$ cat config.mk
export PLATFORM = sky130hd
export DESIGN_NAME = sobel_ctrl
export DESIGN_NICKNAME = d
export VERILOG_FILES = /design/src/rtl/sobel_pkg.sv /design/src/rtl/sobel_ctrl.sv
export SDC_FILE = /design/constraint.sdc
export NUM_CORES = 1
export LEC_CHECK = 0
export ABC_AREA = 0
export BUFFER_PORTS_ARGS = -buffer_cell sky130_fd_sc_hd__buf_2
export CORE_ASPECT_RATIO = 0.9
export CORE_UTILIZATION = 35
export CTS_BUF_LIST = sky130_fd_sc_hd__clkbuf_8
export DETAILED_ROUTE_END_ITERATION = 10
export SYNTH_ARGS = -nofsm -noshare
export SYNTH_HDL_FRONTEND = slang
export SYNTH_SLANG_ARGS = --single-unit
$ cat constraint.sdc
create_clock -name clk_i -period 1.33 [get_ports clk_i]
set_clock_uncertainty 0.1 [all_clocks]
set_input_delay 0.266 -clock clk_i [delete_from_list [all_inputs] [get_ports clk_i]]
set_output_delay 0.266 -clock clk_i [all_outputs]
set_load 0.02 [all_outputs]
$ cat src/rtl/sobel_pkg.sv
// shared constants and controller/datapath interface types for the sobel edge block
`timescale 1ns / 1ps
`default_nettype none

package sobel_pkg;

  // line store depth and derived column index width
  localparam int MaxWidth = 1024;
  localparam int ColW     = $clog2(MaxWidth);

  // field and register widths
  localparam int PixW    = 8;
  localparam int CfgW    = 11;
  localparam int CfgIdxW = 1;
  localparam int GradW   = 10;
  localparam int SqW     = 2 * GradW;
  localparam int SumW    = SqW + 1;
  localparam int RootW   = 16;
  localparam int RootStepW = 3;

  // register indexes on the configuration port
  localparam logic [CfgIdxW-1:0] CfgImageWidth = 1'b0;
  localparam logic [CfgIdxW-1:0] CfgThreshold  = 1'b1;

  // register reset values
  localparam logic [CfgW-1:0] WidthReset  = CfgW'(MaxWidth);
  localparam logic [PixW-1:0] ThreshReset = 8'd100;

  // magnitude limits
  localparam logic [PixW-1:0] PixMax   = 8'd255;
  localparam logic [SumW-1:0] SatLimit = 21'd65280;

  // index of the last root iteration, one result bit each
  localparam logic [RootStepW-1:0] RootLastStep = 3'd7;

  // commands from the controller to the datapath
  typedef struct packed {
    logic take;
    logic look;
    logic grad;
    logic sq_x;
    logic sq_y;
    logic root_init;
    logic root_step;
    logic load;
    logic shift;
    logic second;
  } sobel_cmd_t;

  // status from the datapath to the controller
  typedef struct packed {
    logic drop;
    logic emit_first;
    logic emit_second;
    logic out_free;
  } sobel_sts_t;

endpackage

`default_nettype wire

$ cat src/rtl/sobel_ctrl.sv
// controller state machine sequencing line read, gradient, root and output load
`timescale 1ns / 1ps
`default_nettype none

module sobel_ctrl
  import sobel_pkg::*;
(
  input  wire logic       clk_i,
  input  wire logic       rst_ni,
  input  wire logic       s_tvalid_i,
  output logic            s_tready_o,
  input  wire sobel_sts_t sts_i,
  output sobel_cmd_t      cmd_o
);

  localparam logic [2:0] StIdle  = 3'd0;
  localparam logic [2:0] StLook  = 3'd1;
  localparam logic [2:0] StGrad  = 3'd2;
  localparam logic [2:0] StSqX   = 3'd3;
  localparam logic [2:0] StSqY   = 3'd4;
  localparam logic [2:0] StRinit = 3'd5;
  localparam logic [2:0] StRoot  = 3'd6;
  localparam logic [2:0] StOut   = 3'd7;

  logic [2:0]           state_q, state_d;
  logic [RootStepW-1:0] step_q, step_d;
  logic                 second_q, second_d;
  logic                 more_q, more_d;

  // next state and command decode
  always_comb begin
    state_d    = state_q;
    step_d     = step_q;
    second_d   = second_q;
    more_d     = more_q;
    cmd_o      = '0;
    s_tready_o = 1'b0;
    cmd_o.second = second_q;
    case (state_q)
      StIdle: begin
        s_tready_o = 1'b1;
        if (s_tvalid_i) begin
          cmd_o.take = 1'b1;
          if (!sts_i.drop) begin
            state_d = StLook;
          end
        end
      end
      StLook: begin
        cmd_o.look = 1'b1;
        if (sts_i.emit_first) begin
          state_d  = StGrad;
          second_d = 1'b0;
          more_d   = sts_i.emit_second;
        end else if (sts_i.emit_second) begin
          state_d  = StGrad;
          second_d = 1'b1;
          more_d   = 1'b0;
        end else begin
          state_d = StIdle;
        end
      end
      StGrad: begin
        cmd_o.grad = 1'b1;
        state_d    = StSqX;
      end
      StSqX: begin
        cmd_o.sq_x = 1'b1;
        state_d    = StSqY;
      end
      StSqY: begin
        cmd_o.sq_y = 1'b1;
        state_d    = StRinit;
      end
      StRinit: begin
        cmd_o.root_init = 1'b1;
        step_d          = '0;
        state_d         = StRoot;
      end
      StRoot: begin
        cmd_o.root_step = 1'b1;
        step_d          = step_q + 1'b1;
        if (step_q == RootLastStep) begin
          state_d = StOut;
        end
      end
      StOut: begin
        if (sts_i.out_free) begin
          cmd_o.load = 1'b1;
          if (more_q) begin
            // window moves on by the held column before the row-end request
            cmd_o.shift = 1'b1;
            more_d      = 1'b0;
            second_d    = 1'b1;
            state_d     = StGrad;
          end else begin
            state_d = StIdle;
          end
        end
      end
      default: begin
        state_d = StIdle;
      end
    endcase
  end

  // control registers
  always_ff @(posedge clk_i or negedge rst_ni) begin
    if (!rst_ni) begin
      state_q  <= StIdle;
      step_q   <= '0;
      second_q <= 1'b0;
      more_q   <= 1'b0;
    end else begin
      state_q  <= state_d;
      step_q   <= step_d;
      second_q <= second_d;
      more_q   <= more_d;
    end
  end

endmodule

`default_nettype wire

==> results of run 1 <==
## logic make-up (layout without fill, tap and decap cells)
family                     count (synthesis)  in the layout  share of synthesized area, %
buffers and inverters                      8             43                          9.50
and+or+nand+nor                           20             20                          24.2
AOI/OAI and AO/OA                         16             16                          21.6
muxes                                      1              1                          1.90
DFF                                        8              8                          38.0
adders and majority gates                  2              2                          4.75
## through the flow
step / cells / setup TNS (ps) / cell area, um^2 / utilization, % / hold WS, ps
after floorplan: 55 / -295 / 589 / - / -130
after global placement: 93 / -413 / 744 / 56.3 / 13.1
after detailed placement: 93 / -494 / 744 / 56.3 / 16.8
after CTS: 102 / -2300 / 907 / 68.7 / 152
after global routing: 104 / -3150 / 996 / 75.4 / 162
final: 104 / -2390 / 996 / 75.4 / 154
## synth_stat cells
cell type	count	area share, %
buf_4	2	2.8
nor3b_4	1	3.6
nor2b_1	2	2.4
buf_2	4	3.8
o21ai_0	4	3.8
nand2_1	3	2.1
buf_6	1	2.1
dfrtp_1	8	38
inv_1	1	0.71
mux2i_1	1	1.9
nand4b_1	1	1.7
nor3b_1	2	2.8
and2_1	2	2.4
and4_1	1	1.7
a221oi_1	2	3.3
ha_1	2	4.7
a21oi_1	3	2.8
nor2_1	3	2.1
a22o_1	5	8.3
nand2b_1	2	2.4
nor3_1	2	1.9
or2_2	1	1.2
o21bai_1	1	1.4
a32o_1	1	1.9
## registers in the layout, indices dropped and copies added, names as in the netlist
signal and flops:
state_q 3, step_q 3, more_q 1, second_q 1
## critical path: stages, from the launching register on
cell     delay [ps]
dfrtp_1         410
buf_12          160
nor3b_4         260
buf_6           160
## placed cells by master, fill, tap and decap left out, drive strengths merged, types with 3 or more instances in the layout
| master | instances |
|---|---|
| nor3b | 3 |
| o21ai | 4 |
| buf | 38 |
| a21oi | 3 |
| dfrtp | 8 |
| nor2 | 3 |
| nand2 | 3 |
| clkbuf | 3 |
| a22o | 5 |
## per-layer routing
| metal | up-vias | global-route usage (%) | routed length, um | part of all wire [%] |
|---|---|---|---|---|
| met4 | 0 | 10.9 | 21 | 1.4 |
| met5 | - | 0 | 0 | 0 |
| li1 | 269 | - | - | - |
| met3 | 4 | 4.67 | 42 | 2.8 |
| met2 | 14 | 34.5 | 753 | 50 |
| met1 | 264 | 24.1 | 690 | 46 |
## power by group through the flow
stage / clock network [mW] / registers (mW) / logic, mW
after floorplan: 0 / 0.420 / 0.905
after global placement: 0 / 0.485 / 1.19
after detailed placement: 0 / 0.489 / 1.21
after CTS: 0.295 / 0.505 / 1.47
after global routing: 0.312 / 0.519 / 1.90
final: 0.290 / 0.503 / 1.77
## layout make-up
type	count	area [um^2]
well taps	14	17.5
inverters	1	3.75
repair buffers	39	348
fillers	90	325
flip-flops and latches	8	203
clock buffers	3	41.3
multi-input cells	39	383
## worst max-delay path by stage
stage	endpoint	from	slack, ps	cells after the start
2_1_floorplan	cmd_o[9]	state_q[0]	-170	4
5_1_grt	cmd_o[8]	state_q[1]	-330	3
3_5_place_dp	second_q	state_q[0]	-110	4
6_report	cmd_o[8]	state_q[1]	-250	3
4_1_cts	cmd_o[9]	state_q[1]	-250	4
3_3_place_gp	cmd_o[1]	state_q[0]	-80	3
## what timing repair did
action | CTS | global route
resized for setup | 24 | 19
hold buffers | 1 | 0
gates cloned | 0 | 0
endpoints found under the setup margin | 15 | 16
hold endpoints to repair | 8 | 0
pin swaps | 7 | 7
buffers inserted | 5 | 4
==> metrics.md, run 1 <==
| Metric | Value |
|---|---|
| Critical setup path kind | flop to output port |
| Synth Register Bits | 8 |
| R2R setup slack | -150 ps |
| Register-to-Register Path Depth | 5 |
| P&R area growth vs syn | 89.1% |
| Final min period | 1580 ps |
| Worst Max-Slew Pin Slew | 233 ps |
| Count of cell types in the netlist | 24 |
| Switching portion of total power | around two fifths |
| Synth Cell Area | 527 um^2 |
| Final setup violation count | 14 |
| Total Nets Final | between 100 and 150 |
| P_sw | 1.03 mW |
| Share of total power in the clock network | 11.3% |
| Synth Net Count | 64 |
| Initial drt markers | 12 |
| Detailed Routing Iterations Pass 1 | 2 |
| TritonCTS clock tree | done |
| Post-DP HPWL | 963 um |
| Final Hold Viols | 0 |
| Max rail drop VDD | approximately 1.5 mV |
| Clock root cell | clkbuf_8 |
| First-pass GRT wire length | 2.45 mm |
| Yosys warns | 0 |
| Run status | finished with violations |
| Initial core utilization | 39.9% |
| Place WS | -113 ps |
| Slew HR | between 80% and 90% |
| R2r startpoint | state_q[1] |
| CP Capture Type | output port |
| Global placer's final weighted congestion | 0.693 |
| Clock sink count | 8 |
| IO Pins | 18 |
| Core area | 1320 um^2 |
| Total CTS buffers | 3 |
| Period utilisation layout | 119% |
| Vias | 551 |
| DRT Wirelength | 1.51 mm |
| Hold path startpoint | sts_i[2] |
| Vias in the first global route | 539 |
| Latest clock arrival within the worst-skew pair | 220 ps |
| Worst Setup Slack, final | -254 ps |
| Max frequency | 0.631 GHz |
| Drt drc | 0 |
| Leakage power | between 0.4 and 0.5 nW |
| Cell depth of the worst min-delay path | 2 |
| Combinational Power Share | 69.1% |
| Gr usage total | 20.3% |
| Tot Pwr | 2.56 mW |
| Buffers on Ports | 17 |
| Largest net degree at the start of global routing | 9 |
| Die ar. | about 1700 um^2 |
| RSZ-0062 raised after global routing | true |
| Reg2reg end | more_q |
| Syn Area/Cell | 9.58 um^2 |
| Worst Hold Path EP | second_q |
| Vias/cell | 5.30 |
| Longest Clk Path Bufs | 2 |
| Flop pwr share | about 20% |
| Critical Path Fanout Max | 6 |
| P per Cell Area | approximately 2600 nW/um^2 |
| Fraction of layout cells with a size suffix above 1 | 70.0% |
| Chip Width | ~43 um |
| MaxCap Viol Count | 0 |
| Failing checks | negative setup slack |
| Die Y | between 30 and 40 um |
| Register area share after synthesis | 38.0% |
| Global route overflow | 0 |
| Routed WL per cell | approximately 14 um |
| Clock transition at the registers of the reported paths | approximately 40 ps |
| Initial antenna violation count | 0 |
| Routed Antenna Nets | 0 |
| H-tree Lvls | 1 |
| HP Class | input port to flop |
| Final Slew Violations | 0 |
| N_diodes | 0 |
| # rows | 12 |
| Arrival time at the worst endpoint | 1220 ps |
| Startpoint types | flop |
| Mapped Cells | 55 |
| Worst EP required | 960 ps |
| Pint | 1.54 mW |
No activity file was read; power rests on OpenSTA's default activity.
==> run 2: changes to the inputs <==
Settings changed: CORE_UTILIZATION 35 to 23.
==> metrics.md, run 2 (synthesized netlist as in run 1, its figures left out) <==
| Metric | Value |
|---|---|
| TritonCTS clock tree | done (unchanged) |
| Worst Max-Slew Pin Slew | 268 ps (was 233 ps) |
| # rows | 16 (was 12) |
| Worst EP required | 960 ps (about the same) |
| Die ar. | 2490 um^2 (was 1660 um^2) |
| Total CTS buffers | 3 (unchanged) |
| Initial antenna violation count | 0 (unchanged) |
| Initial drt markers | 10 (was 12) |
| RSZ-0062 raised after global routing | true (unchanged) |
| Vias | 598 (was 551) |
| Cell Area, Placed | 748 um^2 (was 744 um^2) |
| Total Nets Final | 106 (was 101) |
| CP Capture Type | output port (unchanged) |
| Latest clock arrival within the worst-skew pair | 230 ps (was 220 ps) |
| Global route overflow | 0 (unchanged) |
| Buffers on Ports | 17 (unchanged) |
| Final Hold Viols | 0 (unchanged) |
| Detailed Routing Iterations Pass 1 | 5 (was 2) |
| Chip Width | 52.4 um (was 42.9 um) |
| Clock sink count | 8 (unchanged) |
| Total Neg Setup Slack | -3150 ps (was -2390 ps) |
| H-tree Lvls | 1 (unchanged) |
| Critical setup path kind | flop to output port (unchanged) |
| IO Pins | 18 (unchanged) |
| Gr usage total | 15.5% (was 20.3%) |
| Largest net degree at the start of global routing | 12 (was 9) |
| Cell depth of the worst min-delay path | 2 (unchanged) |
| First-pass GRT wire length | 2.63 mm (was 2.45 mm) |
| Commonest cells after routing, fill and taps aside | buf_6 (20), buf_4 (14), buf_2 (8) (was buf_6 (16), buf_4 (13), buf_2 (8)) |
| Leakage power | 0.491 nW (was 0.467 nW) |
| Clock transition at the registers of the reported paths | 40 ps (about the same) |
| Drt drc | 0 (unchanged) |
| Arrival time at the worst endpoint | 1270 ps (was 1220 ps) |
| Failing checks | negative setup slack (unchanged) |
| Clock root cell | clkbuf_8 (unchanged) |
| Final setup violation count | 16 (was 14) |
| Startpoint types | flop (unchanged) |
| Initial core utilization | 24.4% (was 39.9%) |
| Slew HR | 82.0% (was 84.5%) |
| Max rail drop VDD | 1.30 mV (was 1.50 mV) |
| Place WS | -101 ps (was -113 ps) |
| Register-to-Register Path Depth | 6 (was 5) |
| DRT Wirelength | 1.82 mm (was 1.51 mm) |
| MaxCap Viol Count | 0 (unchanged) |
| Top flop regs | state_q x3, step_q x3 (unchanged) |
| Worst Setup Slack, final | -305 ps (was -254 ps) |
| Longest Clk Path Bufs | 2 (unchanged) |
| Die Y | 47.4 um (was 38.8 um) |
| Global placer's final weighted congestion | 0.699 (was 0.693) |
| Period utilisation layout | 123% (was 119%) |
| N_diodes | 0 (unchanged) |
| Max frequency | 0.612 GHz (was 0.631 GHz) |
| Design area | 1050 um^2 (was 996 um^2) |
| Vias in the first global route | 565 (was 539) |
| P per Cell Area | 2550 nW/um^2 (was 2570 nW/um^2) |
| Routed WL per cell | 14.9 um (was 14.5 um) |
| Final Slew Violations | 0 (unchanged) |
| Fraction of layout cells with a size suffix above 1 | 72.6% (was 70.0%) |
| HP Class | input port to flop (unchanged) |
| P&R area growth vs syn | 99.8% (was 89.1%) |
| Core area | 2160 um^2 (was 1320 um^2) |
| Vias/cell | 4.90 (was 5.30) |
| Routed Antenna Nets | 0 (unchanged) |
| Critical Path Fanout Max | 4 (was 6) |
| # fillers | 188 (was 90) |
| Post-DP HPWL | 986 um (was 963 um) |
| Final min period | 1630 ps (was 1580 ps) |
| Run status | finished with violations (unchanged) |
| Most common cell after layout, fill and taps aside | buf_6 (unchanged) |
[run 2: power breakdown]
part / internal, mW / total (mW) / switching (mW)
Clock: 0.196 / 0.292 / 0.0960
Combinational: 1.05 / 1.88 / 0.829
Sequential: 0.366 / 0.505 / 0.139
Total: 1.62 / 2.68 / 1.06
[run 2: through the flow]
stage	instances	power (mW)	hold slack [ps]	utilization (%)
3_3_place_gp	106	1.63	19.8	34.6
4_1_cts	118	2.38	131	45.2
2_1_floorplan	55	1.32	-130	-
5_1_grt	122	2.84	142	48.7
6_report	122	2.68	134	48.7
3_5_place_dp	106	1.66	23.3	34.6
[run 2: routing by layer]
layer / up-vias / global-route usage, % / wire (um)
met5: - / 0 / 0
met1: 300 / 18.4 / 730
met2: 19 / 26.3 / 1000
li1: 277 / - / -
met4: 0 / 8.42 / 25
met3: 2 / 3.88 / 60
[run 2: final timing paths]
check | from | end | slack [ps]
min in group asynchronous | rst_ni | state_q[1] | 330
hold / removal | sts_i[2] | second_q | 130
setup reg to reg | state_q[2] | more_q | -190
setup / recovery | state_q[2] | cmd_o[9] | -300
max in group asynchronous | rst_ni | state_q[0] | 620
hold reg to reg | second_q | second_q | 460
[run 2: cell type report]
type | count | area, um^2 | area share, %
Timing Repair Buffer | 44 | 400 | 38.0
Multi-Input combinational cell | 39 | 369 | 35.1
Sequential cell | 8 | 204 | 19.4
Clock buffer | 3 | 41.3 | 3.92
Tap cell | 27 | 33.8 | 3.21
Inverter | 1 | 3.75 | 0.357
[run 2: critical path, stage by stage (launching register included)]
cell	delay, ps
dfrtp_2	420
buf_6	130
nor3_4	210
and2_4	170
buf_6	100
[run 2: timing repair]
item,in CTS,in global routing
hold endpoints to repair,8,0
hold buffers,1,0
setup buffers,8,4
pin swaps,6,4
cloned,0,0
resized for setup,37,9
setup endpoints to repair,15,18
==> run 3: changes to the inputs <==
Settings changed: ABC_AREA 0 to 1.
==> metrics.md, run 3 <==
| Metric | Value |
|---|---|
| Run status | finished with violations (unchanged) |
| Failing checks | design-rule violations, negative setup slack (was negative setup slack) |
| Commonest cells after routing, fill and taps aside | nand2_1 (23), buf_4 (21), inv_1 (9) (was buf_6 (20), buf_4 (14), buf_2 (8)) |
| Worst EP required | 960 ps (about the same) |
| Worst Max-Slew Pin Slew | 211 ps (was 268 ps) |
| Worst path most repeated cell | buf_6 (unchanged) |
| Die Y | 51.3 um (was 47.4 um) |
| Initial antenna violation count | 0 (unchanged) |
| Most common cell after layout, fill and taps aside | nand2_1 (was buf_6) |
| Crit. path cell count | 4 (unchanged) |
| Design area | 1020 um^2 (was 1050 um^2) |
| Register-to-Register Path Depth | 8 (was 6) |
| Syn Area/Cell | 7.13 um^2 (was 9.58 um^2) |
| Total CTS buffers | 3 (unchanged) |
| P per Cell Area | 2350 nW/um^2 (was 2550 nW/um^2) |
| Leakage power | 0.575 nW (was 0.491 nW) |
| P&R area growth vs syn | 64.9% (was 99.8%) |
| Crit path cell chain | buf_6 -> nand3_4 -> nor2_4 -> buf_6 (was buf_6 -> nor3_4 -> and2_4 -> buf_6) |
| Yosys warns | 0 (unchanged) |
| Critical setup path kind | flop to output port (unchanged) |
| Slowest cell on crit path | dfrtp_2 (unchanged) |
| Reg2reg end | more_q (unchanged) |
| # rows | 17 (was 16) |
| HP Class | input port to flop (unchanged) |
| Tot Pwr | 2.41 mW (was 2.68 mW) |
| Vias in the first global route | 602 (was 565) |
| Number of enable flip-flop cells after synthesis | 0 (unchanged) |
| R2r startpoint | state_q[0] (was state_q[2]) |
| Final Slew Violations | 0 (unchanged) |
| Worst Setup EP | cmd_o[2] (was cmd_o[9]) |
| Longest Clk Path Bufs | 2 (unchanged) |
| Chip Width | 56.8 um (was 52.4 um) |
| CP top delay family | flip-flops (unchanged) |
| Vias/cell | 4.37 (was 4.90) |
| Initial core utilization | 24.7% (was 24.4%) |
| Period utilisation layout | 115% (was 123%) |
| Arrival time at the worst endpoint | 1160 ps (was 1270 ps) |
| Final setup violation count | 14 (was 16) |
| IO Pins | 18 (unchanged) |
| Total Nets Final | 136 (was 106) |
| Max rail drop VDD | 0.561 mV (was 1.30 mV) |
| Vias | 668 (was 598) |
| TritonCTS clock tree | done (unchanged) |
| Area leader, netlist | dfrtp_1 (unchanged) |
| Crit-path max cell delay | 460 ps (was 420 ps) |
| Drt drc | 2 (was 0) |
| Top flop regs | state_q x3, step_q x3 (unchanged) |
| Global placer's final weighted congestion | 0.748 (was 0.699) |
| CP Capture Type | output port (unchanged) |
| Initial drt markers | 27 (was 10) |
| Die ar. | 2910 um^2 (was 2490 um^2) |
| Register area share after synthesis | 32.3% (was 38.0%) |
| DRT Wirelength | 1.59 mm (was 1.82 mm) |
| Cell depth of the worst min-delay path | 4 (was 2) |
| Mapped Cells | 87 (was 55) |
| Latest clock arrival within the worst-skew pair | 230 ps (about the same) |
| Core area | 2510 um^2 (was 2160 um^2) |
| Routed WL per cell | 10.4 um (was 14.9 um) |
| Detailed Routing Iterations Pass 1 | 7 (was 5) |
| First-pass GRT wire length | 2.62 mm (was 2.63 mm) |
| Global route overflow | 0 (unchanged) |
| Critical Path Fanout Max | 6 (was 4) |
| Max frequency | 0.654 GHz (was 0.612 GHz) |
| Synth Cell Area | 621 um^2 (was 527 um^2) |
| Most instantiated cells after synthesis | nand2_1 (26), inv_1 (10), dfrtp_1 (8), nand3_1 (8), nor2_1 (8) (was dfrtp_1 (8), a22o_1 (5), buf_2 (4), o21ai_0 (4)) |
| RSZ-0062 raised after global routing | true (unchanged) |
| Gr usage total | 11.6% (was 15.5%) |
| R2R setup slack | -100 ps (was -190 ps) |
| Cell Area, Placed | 778 um^2 (was 748 um^2) |
| Clock sink count | 8 (unchanged) |
| Slew HR | 86.0% (was 82.0%) |
| Setup crit start | state_q[0] (was state_q[2]) |
| Startpoint types | flop (unchanged) |
| Synth Net Count | 96 (was 64) |
| Post-DP HPWL | 1.06 mm (was 986 um) |
| Most frequent cell after synthesis | nand2_1 (was dfrtp_1) |
| Final min period | 1530 ps (was 1630 ps) |
| Final Hold Viols | 0 (unchanged) |
| Fraction of layout cells with a size suffix above 1 | 53.6% (was 72.6%) |
| Synth Flop Type | dfrtp_1 (unchanged) |
| Routed Antenna Nets | 0 (unchanged) |
| Clock root cell | clkbuf_8 (unchanged) |
| Clock transition at the registers of the reported paths | 40 ps (about the same) |
| Count of cell types in the netlist | 18 (was 24) |
| Area share of the largest cell type after synthesis | 32.3% (was 38.0%) |
| Critical path buffers and inverters | 2 (unchanged) |
| Synth Register Bits | 8 (unchanged) |
| H-tree Lvls | 1 (unchanged) |
| Fraction of registers with async set/reset | 100% (unchanged) |
| N_diodes | 0 (unchanged) |
| Worst Setup Slack, final | -199 ps (was -305 ps) |
| Synth top area cells | dfrtp_1 (32%), nand2_1 (16%), nand3_2 (9.7%), nand3_1 (6.5%), inv_1 (6.0%) (was dfrtp_1 (38%), a22o_1 (8.3%), ha_1 (4.8%), buf_2 (3.8%), o21ai_0 (3.8%)) |
| MaxCap Viol Count | 0 (unchanged) |
| Largest net degree at the start of global routing | 9 (was 12) |
| Buffers on Ports | 17 (unchanged) |
-- run 3: worst min-delay path, stage by stage --
cell	delay (ps)
buf_2	110
nand2_1	50
nand4_1	80
nand2_1	40
-- run 3: routing by layer --
layer	routed length [um]	vias up	track usage [%]
li1	-	352	-
met1	727	301	14.7
met2	807	15	20.4
met3	57	0	2.28
met4	0	0	2.44
met5	0	-	0
-- run 3: worst min-delay path by stage --
stage	start	end	slack [ps]
6_report	sts_i[2]	second_q	270
5_1_grt	rst_ni	step_q[0]	320
4_1_cts	sts_i[2]	second_q	270
3_3_place_gp	rst_ni	step_q[0]	20
3_5_place_dp	rst_ni	step_q[1]	20
2_1_floorplan	rst_ni	more_q	-130
-- run 3: cell type report --
class                      instances  area (um^2)
clock buffer                       3         41.3
sequential                         8          204
inverter                          16         65.1
multi-input combinational         59          360
tap                               28         35.0
fill                             255         1490
timing repair buffer              39          318
-- run 3: power breakdown --
group | internal (mW) | switching, mW
Sequential | 0.371 | 0.146
Clock | 0.196 | 0.0919
Combinational | 0.787 | 0.816
Total | 1.35 | 1.05
-- run 3: metrics by stage --
step / std cells / hold slack [ps] / setup slack [ps] / TNS [ps] / util (%)
after CTS: 152 / 271 / -208 / -1830 / 39.6
after floorplan: 87 / -130 / 21.4 / 0 / -
after detailed placement: 137 / 16.2 / -112 / -908 / 31.0
after global routing: 153 / 317 / -240 / -2750 / 40.8
after global placement: 137 / 21.6 / -89.6 / -624 / 31.0
final: 153 / 267 / -199 / -1870 / 40.8
-- run 3: timing repair --
action                                  CTS  global route
hold endpoints to repair                  8             0
gates resized for setup                  26             8
hold buffers                              1             0
pin swaps                                 6             4
buffers inserted                         11             1
endpoints found under the setup margin   14            14
-- run 3: kinds of logic after synthesis --
family          after synthesis  synth area share, %
compound gates                2                 1.61
flops                         8                 32.3
fa+ha+maj                     2                 4.03
buf+inv                      20                 16.1
simple gates                 55                 46.0
